--- src/sv/isr_pkg.sv ---
// Shared types and constants for the integer square root block.
package isr_pkg;

	// Width of the root field on the result channel.
	localparam int ROOT_WIDTH = 16;

	// Commands from the controller to the datapath.
	typedef struct packed {
		logic load;   // capture a new operand, clear the iteration
		logic step;   // resolve one root bit
		logic emit;   // copy the finished root into the output register
	} cmd_t;

	// Status from the datapath to the controller.
	typedef struct packed {
		logic last;   // the step in progress resolves the lowest root bit
	} sts_t;

endpackage

--- src/sv/isr_channels.sv ---
// Valid/ready stream interfaces for the operand and the root channels.
interface isr_value_if #(
	parameter int W = 32
);
	logic         valid;
	logic         ready;
	logic [W-1:0] value;

	modport source (output valid, output value, input ready);
	modport sink (input valid, input value, output ready);
endinterface

interface isr_root_if;
	logic                           valid;
	logic                           ready;
	logic [isr_pkg::ROOT_WIDTH-1:0] root;

	modport source (output valid, output root, input ready);
	modport sink (input valid, input root, output ready);
endinterface

--- src/sv/isr_datapath.sv ---
// Datapath: operand shifter, remainder, partial root, step counter, output register.
module isr_datapath #(
	parameter int OPERAND_WIDTH = 32
) (
	input  logic                           clk,
	input  logic                           arst_n,
	input  isr_pkg::cmd_t                  cmd,
	output isr_pkg::sts_t                  sts,
	input  logic [OPERAND_WIDTH-1:0]       value,
	output logic [isr_pkg::ROOT_WIDTH-1:0] root
);

	localparam int RW = (OPERAND_WIDTH + 1) / 2;
	localparam int XW = 2 * RW;
	localparam int CW = $clog2(RW);

	logic [XW-1:0]                  x_q;
	logic [RW:0]                    rem_q;
	logic [RW-1:0]                  root_q;
	logic [CW-1:0]                  cnt_q;
	logic [isr_pkg::ROOT_WIDTH-1:0] root_out_q;

	logic [RW+1:0] rem_sh;
	logic [RW+1:0] trial;
	logic [RW+1:0] diff;
	logic          ge;

	// Bring down the next operand bit pair and try a one in the next root bit.
	assign rem_sh = {rem_q[RW-1:0], x_q[XW-1 -: 2]};
	assign trial  = {root_q, 2'b01};
	assign ge     = rem_sh >= trial;
	assign diff   = rem_sh - trial;

	assign sts.last = cnt_q == '0;
	assign root     = root_out_q;

	always_ff @(posedge clk or negedge arst_n) begin
		if (!arst_n) begin
			cnt_q <= '0;
		end else if (cmd.load) begin
			cnt_q <= CW'(RW - 1);
		end else if (cmd.step) begin
			cnt_q <= cnt_q - 1'b1;
		end
	end

	always_ff @(posedge clk) begin
		if (cmd.load) begin
			// Negative operands take the zero path.
			x_q    <= value[OPERAND_WIDTH-1] ? '0 : XW'(value);
			rem_q  <= '0;
			root_q <= '0;
		end else if (cmd.step) begin
			x_q    <= x_q << 2;
			rem_q  <= ge ? diff[RW:0] : rem_sh[RW:0];
			root_q <= {root_q[RW-2:0], ge};
		end
		if (cmd.emit) begin
			root_out_q <= isr_pkg::ROOT_WIDTH'(root_q);
		end
	end

endmodule

--- src/sv/isr_ctrl.sv ---
// Controller: sequences load, bit steps and hand-off to the output register.
module isr_ctrl (
	input  logic          clk,
	input  logic          arst_n,
	input  logic          in_valid,
	output logic          in_ready,
	output logic          out_valid,
	input  logic          out_ready,
	input  isr_pkg::sts_t sts,
	output isr_pkg::cmd_t cmd
);

	localparam logic [1:0] ST_IDLE = 2'd0;
	localparam logic [1:0] ST_RUN  = 2'd1;
	localparam logic [1:0] ST_FIN  = 2'd2;

	logic [1:0] state_q;
	logic [1:0] state_d;
	logic       out_valid_q;
	logic       slot_free;

	assign slot_free = !out_valid_q || out_ready;
	assign out_valid = out_valid_q;

	always_comb begin
		state_d  = state_q;
		cmd      = '0;
		in_ready = 1'b0;
		case (state_q)
			ST_IDLE: begin
				in_ready = 1'b1;
				if (in_valid) begin
					cmd.load = 1'b1;
					state_d  = ST_RUN;
				end
			end
			ST_RUN: begin
				cmd.step = 1'b1;
				if (sts.last) begin
					state_d = ST_FIN;
				end
			end
			ST_FIN: begin
				// Hand off the root and take the next operand in the same cycle.
				if (slot_free) begin
					cmd.emit = 1'b1;
					in_ready = 1'b1;
					if (in_valid) begin
						cmd.load = 1'b1;
						state_d  = ST_RUN;
					end else begin
						state_d = ST_IDLE;
					end
				end
			end
			default: begin
				state_d = ST_IDLE;
			end
		endcase
	end

	always_ff @(posedge clk or negedge arst_n) begin
		if (!arst_n) begin
			state_q     <= ST_IDLE;
			out_valid_q <= 1'b0;
		end else begin
			state_q <= state_d;
			if (cmd.emit) begin
				out_valid_q <= 1'b1;
			end else if (out_ready) begin
				out_valid_q <= 1'b0;
			end
		end
	end

`ifndef SYNTHESIS
	a_emit_slot_free: assert property (@(posedge clk) disable iff (!arst_n)
		cmd.emit |-> (!out_valid_q || out_ready))
		else $error("root emitted over an untaken result");

	a_no_load_in_run: assert property (@(posedge clk) disable iff (!arst_n)
		(state_q == ST_RUN) |-> !cmd.load && !in_ready)
		else $error("operand taken while an iteration is in progress");

	a_last_to_fin: assert property (@(posedge clk) disable iff (!arst_n)
		(state_q == ST_RUN && sts.last) |=> (state_q == ST_FIN))
		else $error("last step did not lead to hand-off");

	a_emit_valid: assert property (@(posedge clk) disable iff (!arst_n)
		cmd.emit |=> out_valid_q)
		else $error("emitted root not presented");
`endif

endmodule

--- src/sv/integer_square_root.sv ---
// Sequence: the operand transfer loads the datapath, the run state resolves the root bits
// with the shared remainder compare/subtract at one root bit per cycle, and the finish
// state hands the root on once the output register is free; operands are taken only there or in idle.
// A finished root waits in the output register while the next operand is taken.
// Reset: arst_n clears the controller state, the step counter and the output valid at once; data
// registers are not reset.
module integer_square_root #(
	parameter int OPERAND_WIDTH = 32
) (
	input logic         clk,
	input logic         arst_n,
	isr_value_if.sink   operand,
	isr_root_if.source  result
);

	// Command and status between controller and datapath.
	isr_pkg::cmd_t cmd;
	isr_pkg::sts_t sts;

	// Controller: owns both handshakes and the sequencing of bit steps.
	isr_ctrl u_ctrl (
		.clk       (clk),
		.arst_n    (arst_n),
		.in_valid  (operand.valid),
		.in_ready  (operand.ready),
		.out_valid (result.valid),
		.out_ready (result.ready),
		.sts       (sts),
		.cmd       (cmd)
	);

	// Datapath: digit-by-digit root with a shift-and-subtract remainder.
	// Each step brings down two operand bits and keeps a root bit of one
	// when the remainder covers the trial value; non-positive operands
	// collapse to zero at load and so give a root of zero.
	isr_datapath #(
		.OPERAND_WIDTH (OPERAND_WIDTH)
	) u_datapath (
		.clk    (clk),
		.arst_n (arst_n),
		.cmd    (cmd),
		.sts    (sts),
		.value  (operand.value),
		.root   (result.root)
	);

endmodule

--- src/flat_wrapper.sv ---
// flat-port wrapper written by rule: the top's interface ports become plain ports
module integer_square_root_flat 
#(
	parameter int OPERAND_WIDTH = 32
)
  (clk, arst_n, operand_valid, operand_value, operand_ready, result_valid, result_root, result_ready);
  isr_value_if #(.W(OPERAND_WIDTH)) operand_i ();
  isr_root_if result_i ();
  input logic clk;
  input logic arst_n;
  input wire logic [$bits(operand_i.valid)-1:0] operand_valid;
  input wire logic [$bits(operand_i.value)-1:0] operand_value;
  output wire logic [$bits(operand_i.ready)-1:0] operand_ready;
  output wire logic [$bits(result_i.valid)-1:0] result_valid;
  output wire logic [$bits(result_i.root)-1:0] result_root;
  input wire logic [$bits(result_i.ready)-1:0] result_ready;
  assign operand_i.valid = operand_valid;
  assign operand_i.value = operand_value;
  assign operand_ready = operand_i.ready;
  assign result_valid = result_i.valid;
  assign result_root = result_i.root;
  assign result_i.ready = result_ready;
  integer_square_root #(.OPERAND_WIDTH(OPERAND_WIDTH)) u_core (.clk(clk), .arst_n(arst_n), .operand(operand_i), .result(result_i));
endmodule
--- config.mk ---
export PLATFORM = sky130hd
export DESIGN_NAME = integer_square_root_flat
export DESIGN_NICKNAME = d
export VERILOG_FILES = /design/src/sv/isr_pkg.sv /design/src/sv/isr_channels.sv /design/src/sv/isr_datapath.sv /design/src/sv/isr_ctrl.sv /design/src/sv/integer_square_root.sv /design/src/flat_wrapper.sv
export SDC_FILE = /design/constraint.sdc
export NUM_CORES = 1
export LEC_CHECK = 0
export BUFFER_PORTS_ARGS = -buffer_cell sky130_fd_sc_hd__buf_2
export CAP_MARGIN = 20
export CORE_MARGIN = 10
export CORE_UTILIZATION = 41
export CTS_CLUSTER_DIAMETER = 120
export DETAILED_ROUTE_END_ITERATION = 7
export GPL_ROUTABILITY_DRIVEN = 0
export GPL_TIMING_DRIVEN = 0
export PLACE_DENSITY_LB_ADDON = 0.1
export SYNTH_ARGS = -nofsm -noshare
export SYNTH_HDL_FRONTEND = slang
export SYNTH_SLANG_ARGS = --single-unit
--- constraint.sdc ---
create_clock -name clk -period 2.9 [get_ports clk]
set_clock_uncertainty 0.1 [all_clocks]
set_input_delay 0.58 -clock clk [delete_from_list [all_inputs] [get_ports clk]]
set_output_delay 0.58 -clock clk [all_outputs]
set_load 0.05 [all_outputs]
Yosys cells after proc, flatten, opt, wreduce, memory -nomap -nowiden
Index checks and enable logic that the tools add are counted.
{ "totals": {"in_bits": 36, "register_bits": 87, "output_inout_bits": 18} }
{ "op_classes": {"muxes": 20, "n_lt_le_gt_ge": 1, "reduce_logical": 7, "n_eq_ne": 5, "n_addsub": 2} }
{ "op_table": {"columns": ["operator", "n"], "rows": [
  ["$mux 32", 2],
  ["$mux 31", 1],
  ["$ge 18x18->1", 1],
  ["$mux 16", 1],
  ["$sub 16x16->16", 1],
  ["$mux 1", 8],
  ["$mux 4", 2],
  ["$mux 2", 3],
  ["$pmux 2 s3", 1],
  ["$logic_not 4->1", 1],
  ["$ne 2x2->1 const B", 2],
  ["$pmux 1 s2", 2],
  ["$reduce_bool 2->1", 2],
  ["$sub 4x1->4 const B", 1],
  ["$reduce_and 3->1", 1],
  ["$eq 2x1->1 const B", 1],
  ["$eq 2x2->1 const B", 1],
  ["$logic_not 2->1", 1],
  ["$ne 2x1->1 const B", 1],
  ["$logic_not 1->1", 1],
  ["$logic_or 1x1->1", 1]
]} }

Logic depth before layout (Yosys ltp)
Gate-level depths: netlist of the first run.
{ "depth": {"ltp_word": 5, "mapped_depth": 10, "depth_no_buf": 8} }

Modules after synthesis
From an unflattened synthesis of the first run, not the netlist that was laid out.
{ "hier_totals": {"cells_unflattened": 457, "hier_area_um2": 4649.5} }
{ "modules_own_cells": {"columns": ["module", "n_inst", "seq_area_each_um2", "area_each_um2", "cells_each"], "rows": [
  ["isr_datapath", 1, 2182.1, 4466.8, 439],
  ["isr_ctrl", 1, 75.1, 182.7, 18]
]} }

Worst setup path after synthesis of the first run
OpenSTA, ideal clock, no wires.
{ "synth_path": {"path_kind": "register to register", "from": "register u_core.u_ctrl.out_valid_q (netlist: u_core.u_ctrl.out_valid)", "to": "register u_core.u_datapath.x_q[0] (enable)", "t_arrival_ns": 3.116, "path_slack_ns": -0.705, "required_time_ns": 2.411, "stages_incl_launch_ff": 7, "setup_time_ns": 0.389, "path_cell_list": "dfrtp_1 > nor2b_1 > a21oi_1 > nand2_1 > clkbuf_1 > buf_1 > nand2_1"} }
{ "synth_via": {"elab_chain_cells": 5} }
{ "synth_rtl": {"columns": ["element", "line", "source"], "rows": [
  ["start: declaration", "isr_ctrl.sv:19", "logic out_valid_q;"],
  ["start signal: assignment", "isr_ctrl.sv:65", "out_valid_q <= 1'b0;"],
  ["start signal: assignment", "isr_ctrl.sv:69", "out_valid_q <= 1'b1;"],
  ["start signal: assignment", "isr_ctrl.sv:71", "out_valid_q <= 1'b0;"],
  ["$logic_not 1->1", "isr_ctrl.sv:22", "assign slot_free = !out_valid_q || out_ready;"],
  ["$logic_or 1x1->1", "isr_ctrl.sv:22", null],
  ["$mux 1", "isr_ctrl.sv:45", "if (slot_free) begin"],
  ["$pmux 1 s2", "isr_ctrl.sv:29", "case (state_q)"],
  ["$reduce_bool 2->1 (no line)", null, null],
  ["end signal: assignment", "isr_datapath.sv:50", "x_q <= value[OPERAND_WIDTH-1] ? '0 : XW'(value);"],
  ["end signal: assignment", "isr_datapath.sv:54", "x_q <= x_q << 2;"],
  ["end: declaration", "isr_datapath.sv:17", "logic [XW-1:0] x_q;"]
]} }
Every way passes these cells.
A chain may end at the register's enable or synchronous reset.

Final worst setup path of the first run
{ "layout_path": {"from": "register u_core.u_datapath.root_q[5]", "to": "register u_core.u_datapath.rem_q[5]"} }
{ "layout_via": {"elab_chain_cells": 2} }
{ "layout_rtl": {"columns": ["element", "line", "source"], "rows": [
  ["start: declaration", "isr_datapath.sv:19", "logic [RW-1:0] root_q;"],
  ["start signal: assignment", "isr_datapath.sv:56", "root_q <= {root_q[RW-2:0], ge};"],
  ["$ge 18x18->1", "isr_datapath.sv:31", "assign ge = rem_sh >= trial;"],
  ["$mux 16", "isr_datapath.sv:55", "rem_q <= ge ? diff[RW:0] : rem_sh[RW:0];"],
  ["end signal: assignment", "isr_datapath.sv:55", null],
  ["end: declaration", "isr_datapath.sv:18", "logic [RW:0] rem_q;"]
]} }
Every way passes these cells.

==> results.cfg, run 1 <==
[outcome]
status = complete, no violations

[worst_setup_path]
end_kind = flop
crit_family = compound AO/OA/AOI/OAI gates
path_cells = inv_1, ha_1, a21oi_2, o22ai_1, a211o_1, o21ai_4, buf_6, mux2i_1, o21ai_1
path_class = flop to flop
critPathBufInv = 2
path_max_fanout = 10
crit_path_max_incr_delay_ns = 0.37
critical_path_required_ns = 3.03
cp.arrival_ns = 2.79
startpoint_type = flop
critPathSlowestCell = ha_1

[clock_tree]
root_buffer = clkbuf_8
cts_sinks = 87
cts_buffers = 9
cts_max_path_buffers = 2
clk_pin_slew_worst_paths_ns = 0.09
clock_latency_ns = 0.36
cts_max_level = 3
tritoncts = yes
post_cts_buffers = 0

[global_routing]
grt_remaining_overflow = 0
first_global_vias = 3532
grt_pass1_wl_um = 17600
antenna_found_initial = 0
grt_max_degree = 33
grt_usage = 0.136

[floorplan]
die-area_mm2 = 0.0156
rows = 38
num_io_pins = 54
dieHeight_um = 125
coreArea_mm2 = 0.0108
start_util = 0.417
dieWidth_um = 125

[logic_synthesis]
synth_edf_count = 48
synth_largest_area_cell = edfxtp_1
yosys-top-cells-area = edfxtp_1 32%, dfxtp_1 14%, o21ai_0 6.5%
synth_top_area_frac = 0.321
synthCells = 462
netlist_area_mm2 = 0.00450
syn_nets = 517
avgSynthCellArea_um2 = 9.73
synth_warnings = 0
ys_seq_elements = 87
synth_cell_type_count = 58
async_reset_ff_frac = 0.0805
synth_flop_cell = edfxtp_1
yosysSeqAreaShare = 0.502

[routing]
routed_wl_um = 10900
detail-route-antenna-nets = 0
dr.pass1.iters = 5
routedWlPerCell_um = 16.3
drcViolationCount = 0
viasPerCell = 5.30
route.vias.total = 3565
drt-initial-drc-count = 196

[timing]
final_max_slew_viol_count = 0
fin_setup_tns_ns = 0
slew_headroom = 0.615
fmax_mhz = 377
final.period_utilization = 0.916
grt_setup_unrepaired = no
fin_crit_ns = 2.66
timing.final.ws_setup_ns = 0.244
hold_viol = 0
tightest_slew_ns = 0.577
finalSetupViolCount = 0

[hold_path]
worst_hold_path_type = flop to flop

[power]
power_density_mw_per_mm2 = 1410
totalPowerFinal_w = 0.00730
leakagePower_nw = 2.06
peakVddDrop_mv = 0.636

[final_layout]
regArea_mm2 = 0.00226
fillers = 1033
multi_input_area_mm2 = 0.00204
layout-drive-gt1-share = 0.163
area_growth_pct = 15.2
diodes = 0
post-route-util = 0.480
nets = 583

[placement]
pre_cts_slack_ns = -0.297
io_buffers = 53
place_hpwl_um = 8190

[job]
maxCapViolations = 0
-- cells by family (layout without fill, tap and decap cells) --
| family | Yosys count | count (layout) | synth area share |
|---|---|---|---|
| and+or+nand+nor | 164 | 164 | 0.190 |
| AOI/OAI and AO/OA | 123 | 123 | 0.175 |
| DFF | 87 | 87 | 0.502 |
| buffers and inverters | 53 | 124 | 0.0465 |
| adders and majority gates | 19 | 19 | 0.0529 |
| xor gates and xnor gates | 10 | 10 | 0.0195 |
| muxes | 6 | 6 | 0.0134 |
-- sequential cells by signal, summed over array words and instances, names as in the netlist --
register / cells
u_core.u_ctrl.out_valid: 1
u_core.u_ctrl.state_q: 2
u_core.u_datapath.cnt_q: 4
u_core.u_datapath.rem_q: 16
u_core.u_datapath.root: 16
u_core.u_datapath.root_q: 16
u_core.u_datapath.x_q: 32
-- area by class of cell --
| type | instances | share of cell area |
|---|---|---|
| clock buffer | 10 | 0.0266 |
| sequential | 87 | 0.436 |
| inverter | 26 | 0.0188 |
| buffer | 27 | 0.0217 |
| timing repair buffer | 55 | 0.0546 |
| clock inverter | 6 | 0.0145 |
| multi-input combinational | 322 | 0.394 |
| tap | 140 | 0.0338 |
-- cells in the mapped netlist, drive strengths merged, types with 4 or more instances --
| library cell | instances |
|---|---|
| dfxtp | 32 |
| clkbuf | 21 |
| or3 | 4 |
| nand2b | 33 |
| buf | 6 |
| o21a | 4 |
| nand2 | 43 |
| mux2i | 6 |
| nor2b | 5 |
| a21oi | 19 |
| dfrtp | 7 |
| ha | 19 |
| nor3b | 4 |
| nor3 | 6 |
| and2 | 6 |
| xnor2 | 8 |
| inv | 26 |
| a211oi | 4 |
| edfxtp | 48 |
| nor2 | 13 |
| and3 | 4 |
| o211ai | 9 |
| o21ai | 60 |
| nand3 | 37 |
-- stage by stage --
step | instances | instance area, um2 | hold WS (ns)
after global placement | 655 | 4950 | 0.317
after detailed placement | 656 | 4950 | 0.318
final | 673 | 5180 | 0.370
after CTS | 673 | 5180 | 0.367
after floorplan | 462 | 4510 | 0.184
after global routing | 673 | 5180 | 0.388
-- cell usage in the layout, fill, tap and decap left out, types with 4 or more instances in the layout --
master	synthesis	layout
o21ai_0	58	58
buf_2	2	55
edfxtp_1	48	48
nand2_1	43	42
nand3_1	37	37
nand2b_1	33	33
dfxtp_1	32	32
inv_1	26	26
clkbuf_1	21	21
ha_1	19	19
a21oi_1	17	16
nor2_1	13	13
clkbuf_8	0	10
o211ai_1	8	8
xnor2_1	8	8
dfrtp_1	7	7
nor3_1	6	6
mux2i_1	6	6
nor2b_1	5	5
and2_1	5	5
and3_1	4	4
nor3b_1	4	4
a211oi_1	4	4
o21a_1	4	4
or3_1	4	4
-- final timing paths --
| path | slack, ns | end | cells after the start | from |
|---|---|---|---|---|
| max | 0.24 | u_core.u_datapath.rem_q[5] | 9 | u_core.u_datapath.root_q[5] |
| min | 0.37 | u_core.u_datapath.root[9] | 0 | u_core.u_datapath.root_q[9] |
| max reg2reg | 0.24 | u_core.u_datapath.rem_q[5] | 9 | u_core.u_datapath.root_q[5] |
| min reg2reg | 0.37 | u_core.u_datapath.root[9] | 0 | u_core.u_datapath.root_q[9] |
| max in group asynchronous | 2.08 | u_core.u_ctrl.out_valid | 2 | arst_n |
| min in group asynchronous | 0.47 | u_core.u_ctrl.state_q[0] | 2 | arst_n |
-- where the power goes --
group / internal, W / total [W] / switching, W
Sequential: 0.00198 / 0.00226 / 0.000274
Combinational: 0.00165 / 0.00414 / 0.00250
Clock: 0.000436 / 0.000900 / 0.000465
Total: 0.00407 / 0.00730 / 0.00324
-- per-layer routing --
layer,up-vias,track usage,part of all wire
met4,0,0.0439,0.016
met2,63,0.214,0.47
met5,-,0,0
met1,1690,0.178,0.48
met3,13,0.0328,0.032
li1,1799,-,-
-- repair_timing --
| item | 4_1_cts | 5_1_grt |
|---|---|---|
| endpoints found under the setup margin | 0 | 32 |
| hold endpoints to repair | 7 | 0 |
| resized for setup | 0 | 1 |
| hold buffers | 1 | 0 |
Note: power is estimated with default switching activity, not from simulation.
==> run 2, diff against run 1 <==
CORE_MARGIN = 2   (was 10)
RECOVER_POWER = 100   (was unset)
clock period = 3.1 ns   (was 2.9 ns; I/O delays follow)
==> run 2 against run 1 <==
Sequential cell count unchanged. Final cell count unchanged. Die area down 24%. Combinational power down 6.0%. Critical endpoint is now u_core.u_datapath.x_q[0]. Highest routed layer unchanged. Sequential power down 6%. Utilization about the same. Clock-buffer cell count down 1.
==> results.cfg, run 2 (same netlist as run 1, synthesis figures left out) <==
[final_layout]
layout-drive-gt1-share = 0.124
largest_reg_flops = 32
diodes = 0
post-route-util = 0.480
nets = 583
top_register = u_core.u_datapath.x_q
mostFrequentLayoutCell = o21ai_0
fin_area_mm2 = 0.00516
area_growth_pct = 14.7
mostFrequentLayoutCells = 58 x o21ai_0, 48 x edfxtp_1, 42 x nand2_1

[power]
peakVddDrop_mv = 0.522
totalPowerFinal_w = 0.00690
power_density_mw_per_mm2 = 1340
leakagePower_nw = 2.01

[routing]
routedWlPerCell_um = 16.1
dr.pass1.iters = 7
wl_met1_um = 5120
routed_wl_um = 10900
route.vias.total = 3636
drt-initial-drc-count = 193
detail-route-antenna-nets = 0
top_layer_used = met4
drcViolationCount = 0
wl_met2_um = 5120
wl_met3_um = 452
viasPerCell = 5.40

[clock_tree]
root_buffer = clkbuf_8
clock_latency_ns = 0.35
tritoncts = yes
cts_sinks = 87
cts_buffers = 9
cts_max_level = 3
clk_pin_slew_worst_paths_ns = 0.09
cts_max_path_buffers = 2
post_cts_buffers = 0

[worst_setup_path]
critical_path_required_ns = 2.98
r2r_slack_ns = 0.17
path_class = flop to flop
end_kind = flop
startpoint = u_core.u_ctrl.out_valid
cp.arrival_ns = 2.81
reg2reg_depth = 6
path_max_fanout = 32
timing.rr.start = u_core.u_ctrl.out_valid
startpoint_type = flop

[job]
maxCapViolations = 0

[hold_path]
worst_hold_path_type = flop to flop
holdCritStartpoint = u_core.u_datapath.root_q[2]
holdPathStages = 0

[timing]
grt_setup_unrepaired = no
fin_setup_tns_ns = 0
final_max_slew_viol_count = 0
slew_headroom = 0.566
fmax_mhz = 341
final.period_utilization = 0.945
fin_crit_ns = 2.93
finalSetupViolCount = 0
tightest_slew_ns = 0.651
hold_slack_ns = 0.367
hold_viol = 0

[floorplan]
start_util = 0.418
coreArea_mm2 = 0.0107
rows = 38
dieWidth_um = 109
num_io_pins = 54
dieHeight_um = 109
die-area_mm2 = 0.0118

[global_routing]
antenna_found_initial = 0
grt_pass1_wl_um = 17100
grt_max_degree = 33
grt_usage = 0.188
first_global_vias = 3378
grt_remaining_overflow = 0

[outcome]
status = complete, no violations

[placement]
place_hpwl_um = 8050
io_buffers = 53
placed_area_mm2 = 0.00495
-- run 2: critical path, cell delays in order (launching register included) --
cell and delay, ns:
dfrtp_1 0.35, nor2b_1 0.27, a21oi_2 0.11, nand2_1 0.32
clkbuf_1 0.46, clkbuf_1 0.52, nand2_4 0.42
-- run 2: power breakdown --
group	internal (W)	switching [W]	total (W)
Sequential	0.00186	0.000261	0.00212
Clock	0.000462	0.000428	0.000890
Combinational	0.00153	0.00236	0.00389
Total	0.00385	0.00305	0.00690
-- run 2: path summary, 6_finish.rpt --
check	endpoint
max	u_core.u_datapath.x_q[0]
min	u_core.u_datapath.root[2]
max reg2reg	u_core.u_datapath.x_q[0]
min reg2reg	u_core.u_datapath.root[2]
max in group asynchronous	u_core.u_datapath.cnt_q[1]
min in group asynchronous	u_core.u_ctrl.out_valid
-- run 2: layer usage --
| layer | up-vias | global-route usage |
|---|---|---|
| met4 | 0 | 0.0623 |
| met5 | - | 0 |
| met3 | 15 | 0.0383 |
| met2 | 89 | 0.295 |
| li1 | 1796 | - |
| met1 | 1736 | 0.262 |
-- run 2: per-stage QoR --
stage	std cells	setup WS [ns]
after floorplan	462	0.171
after global placement	655	-0.348
after detailed placement	656	-0.412
after CTS	673	0.144
after global routing	673	0.00198
final	673	0.169
-- run 2: layout make-up --
type | count | area, um2
inverter | 26 | 97.6
sequential | 87 | 2260
fill | 1078 | 5590
tap | 140 | 175
timing repair buffer | 55 | 258
clock inverter | 7 | 103
clock buffer | 9 | 124
multi-input combinational | 322 | 2030
buffer | 27 | 111
-- run 2: repair_timing --
| item | in CTS | in global routing |
|---|---|---|
| hold buffers | 1 | 0 |
| endpoints found under the hold margin | 7 | 0 |
| gates resized for setup | 1 | 0 |
| setup endpoints to repair | 32 | 0 |
==> run 3, diff against run 2 <==
clock period = 3.35 ns   (was 3.1 ns; I/O delays follow)
==> run 3 against run 2 <==
Sequential power fell by 8%. Critical path depth is 2 higher. First-iteration DRC count down 5.2%. Utilization is 0.45 points lower. Total power down 9.9%. Worst setup slack better by 0.18 ns. Register-to-register slack better by 0.22 ns. Sequential share of layout area rose by 0.42 points. Largest cell class unchanged.
==> results.cfg, run 3 (same netlist as run 1, synthesis figures left out) <==
[outcome]
status = complete, no violations

[clock_tree]
cts_resized = 0
clock_latency_ns = 0.36
post_cts_buffers = 0
postCtsHoldBufs = 0
root_buffer = clkbuf_8
cts_max_path_buffers = 2
tritoncts = yes
cts_buffers = 9
cts_max_level = 3
clk_pin_slew_worst_paths_ns = 0.10
cts_sinks = 87

[timing]
final_max_slew_viol_count = 0
slew_headroom = 0.551
fmax_mhz = 333
fin_setup_tns_ns = 0
tightest_slew_ns = 0.674
hold_viol = 0
final.period_utilization = 0.895
finalSetupViolCount = 0
grt_setup_unrepaired = no
fin_crit_ns = 3.00

[routing]
drt-initial-drc-count = 183
viasPerCell = 5.31
dr.pass1.iters = 4
routedWlPerCell_um = 16.0
route.vias.total = 3573
drcViolationCount = 0
routed_wl_um = 10800
detail-route-antenna-nets = 0

[global_routing]
grt_remaining_overflow = 0
grt_pass1_wl_um = 17500
grt_max_degree = 19
antenna_found_initial = 0
first_global_vias = 3455
grt_usage = 0.193

[worst_setup_path]
critPathSlowestCell = clkbuf_1
cp.arrival_ns = 3.02
reg2reg_depth = 7
path_max_fanout = 18
crit_path_max_incr_delay_ns = 0.44
path_cells = buf_2, nor2b_1, a21oi_1, nand2_1, clkbuf_1, clkbuf_1, nand2_2, buf_16
critical_path_required_ns = 3.37
end_kind = flop
startpoint_type = input port
r2r_slack_ns = 0.39
timing.rr.end = u_core.u_datapath.x_q[8]
cp_common_cell = clkbuf_1
path_class = input port to flop
crit_family = buffers and inverters
critPathBufInv = 4
timing.rr.start = u_core.u_ctrl.out_valid

[final_layout]
layout-drive-gt1-share = 0.120
fillers = 1105
diodes = 0
top_register = u_core.u_datapath.x_q
fin_area_mm2 = 0.00511
mostFrequentLayoutCells = 59 x o21ai_0, 48 x edfxtp_1, 45 x clkbuf_1
nets = 583
largest_reg_flops = 32
area_growth_pct = 13.6
mostFrequentLayoutCell = o21ai_0

[power]
leakagePower_nw = 1.97
peakVddDrop_mv = 0.483
power_density_mw_per_mm2 = 1220

[floorplan]
num_io_pins = 54
dieHeight_um = 109
rows = 38
coreArea_mm2 = 0.0107
die-area_mm2 = 0.0118
start_util = 0.418
dieWidth_um = 109

[placement]
placed_area_mm2 = 0.00497
io_buffers = 53
place_hpwl_um = 8090

[job]
maxCapViolations = 0

[hold_path]
worst_hold_path_type = input port to async pin
==> run 3: cell types whose count changed in the layout (fill, tap and decap cells not counted), sizes merged <==
cell / before / now
clkinv: 2 / 0
bufinv: 2 / 0
clkinvlp: 1 / 5
buf: 40 / 36
clkbuf: 50 / 55
dlygate4sd3: 1 / 0
==> run 3: metal layers <==
metal | track usage | vias to the layer above | part of all wire
met2 | 0.313 | 74 | 0.47
met4 | 0.0449 | 0 | 0.0080
li1 | - | 1803 | -
met1 | 0.263 | 1690 | 0.48
met5 | 0 | - | 0
met3 | 0.0418 | 6 | 0.043
==> run 3: worst register-to-register path: cells and delay by family, from the launching register on <==
family	cells	cell delay, ns
compound gates	1	0.13
buf+inv	3	1.18
flops	1	0.35
simple gates	3	0.97
==> run 3: how the worst max path moves through the flow <==
stage                                        from  depth (start not counted)  slack, ns                        end
after floorplan           u_core.u_ctrl.out_valid                          6       0.13   u_core.u_datapath.x_q[0]
after global placement               result_ready                          7      -0.60  u_core.u_datapath.x_q[11]
after detailed placement             result_ready                          8      -0.32  u_core.u_datapath.x_q[11]
after CTS                            result_ready                          8       0.06   u_core.u_datapath.x_q[6]
after global routing      u_core.u_ctrl.out_valid                          7       0.15  u_core.u_datapath.x_q[13]
final                                result_ready                          8       0.35   u_core.u_datapath.x_q[8]
==> run 3: cell type report <==
cell class                      instances  area (um2)  area share
Sequential cell                        87        2260       0.442
Multi-Input combinational cell        322        2020       0.396
Timing Repair Buffer                   55         273      0.0534
Tap cell                              140         175      0.0343
Clock buffer                            9         124      0.0242
Buffer                                 27         103      0.0201
Inverter                               26        97.6      0.0191
Clock inverter                          7        55.1      0.0108
==> run 3: through the flow <==
step | instances | hold slack, ns | total power, W | worst slack, ns | utilization
after global placement | 655 | 0.340 | 0.00550 | -0.598 | 0.460
after detailed placement | 657 | 0.341 | 0.00561 | -0.324 | 0.463
after global routing | 673 | 0.0914 | 0.00677 | 0.149 | 0.475
after CTS | 673 | 0.00539 | 0.00630 | 0.0641 | 0.480
after floorplan | 462 | 0.274 | 0.00467 | 0.131 | -
final | 673 | 0.0791 | 0.00621 | 0.351 | 0.475
==> run 3: where the power goes <==
part / internal, W / switching, W
clock: 0.000274 / 0.000402
combinational: 0.00141 / 0.00217
sequential: 0.00172 / 0.000242
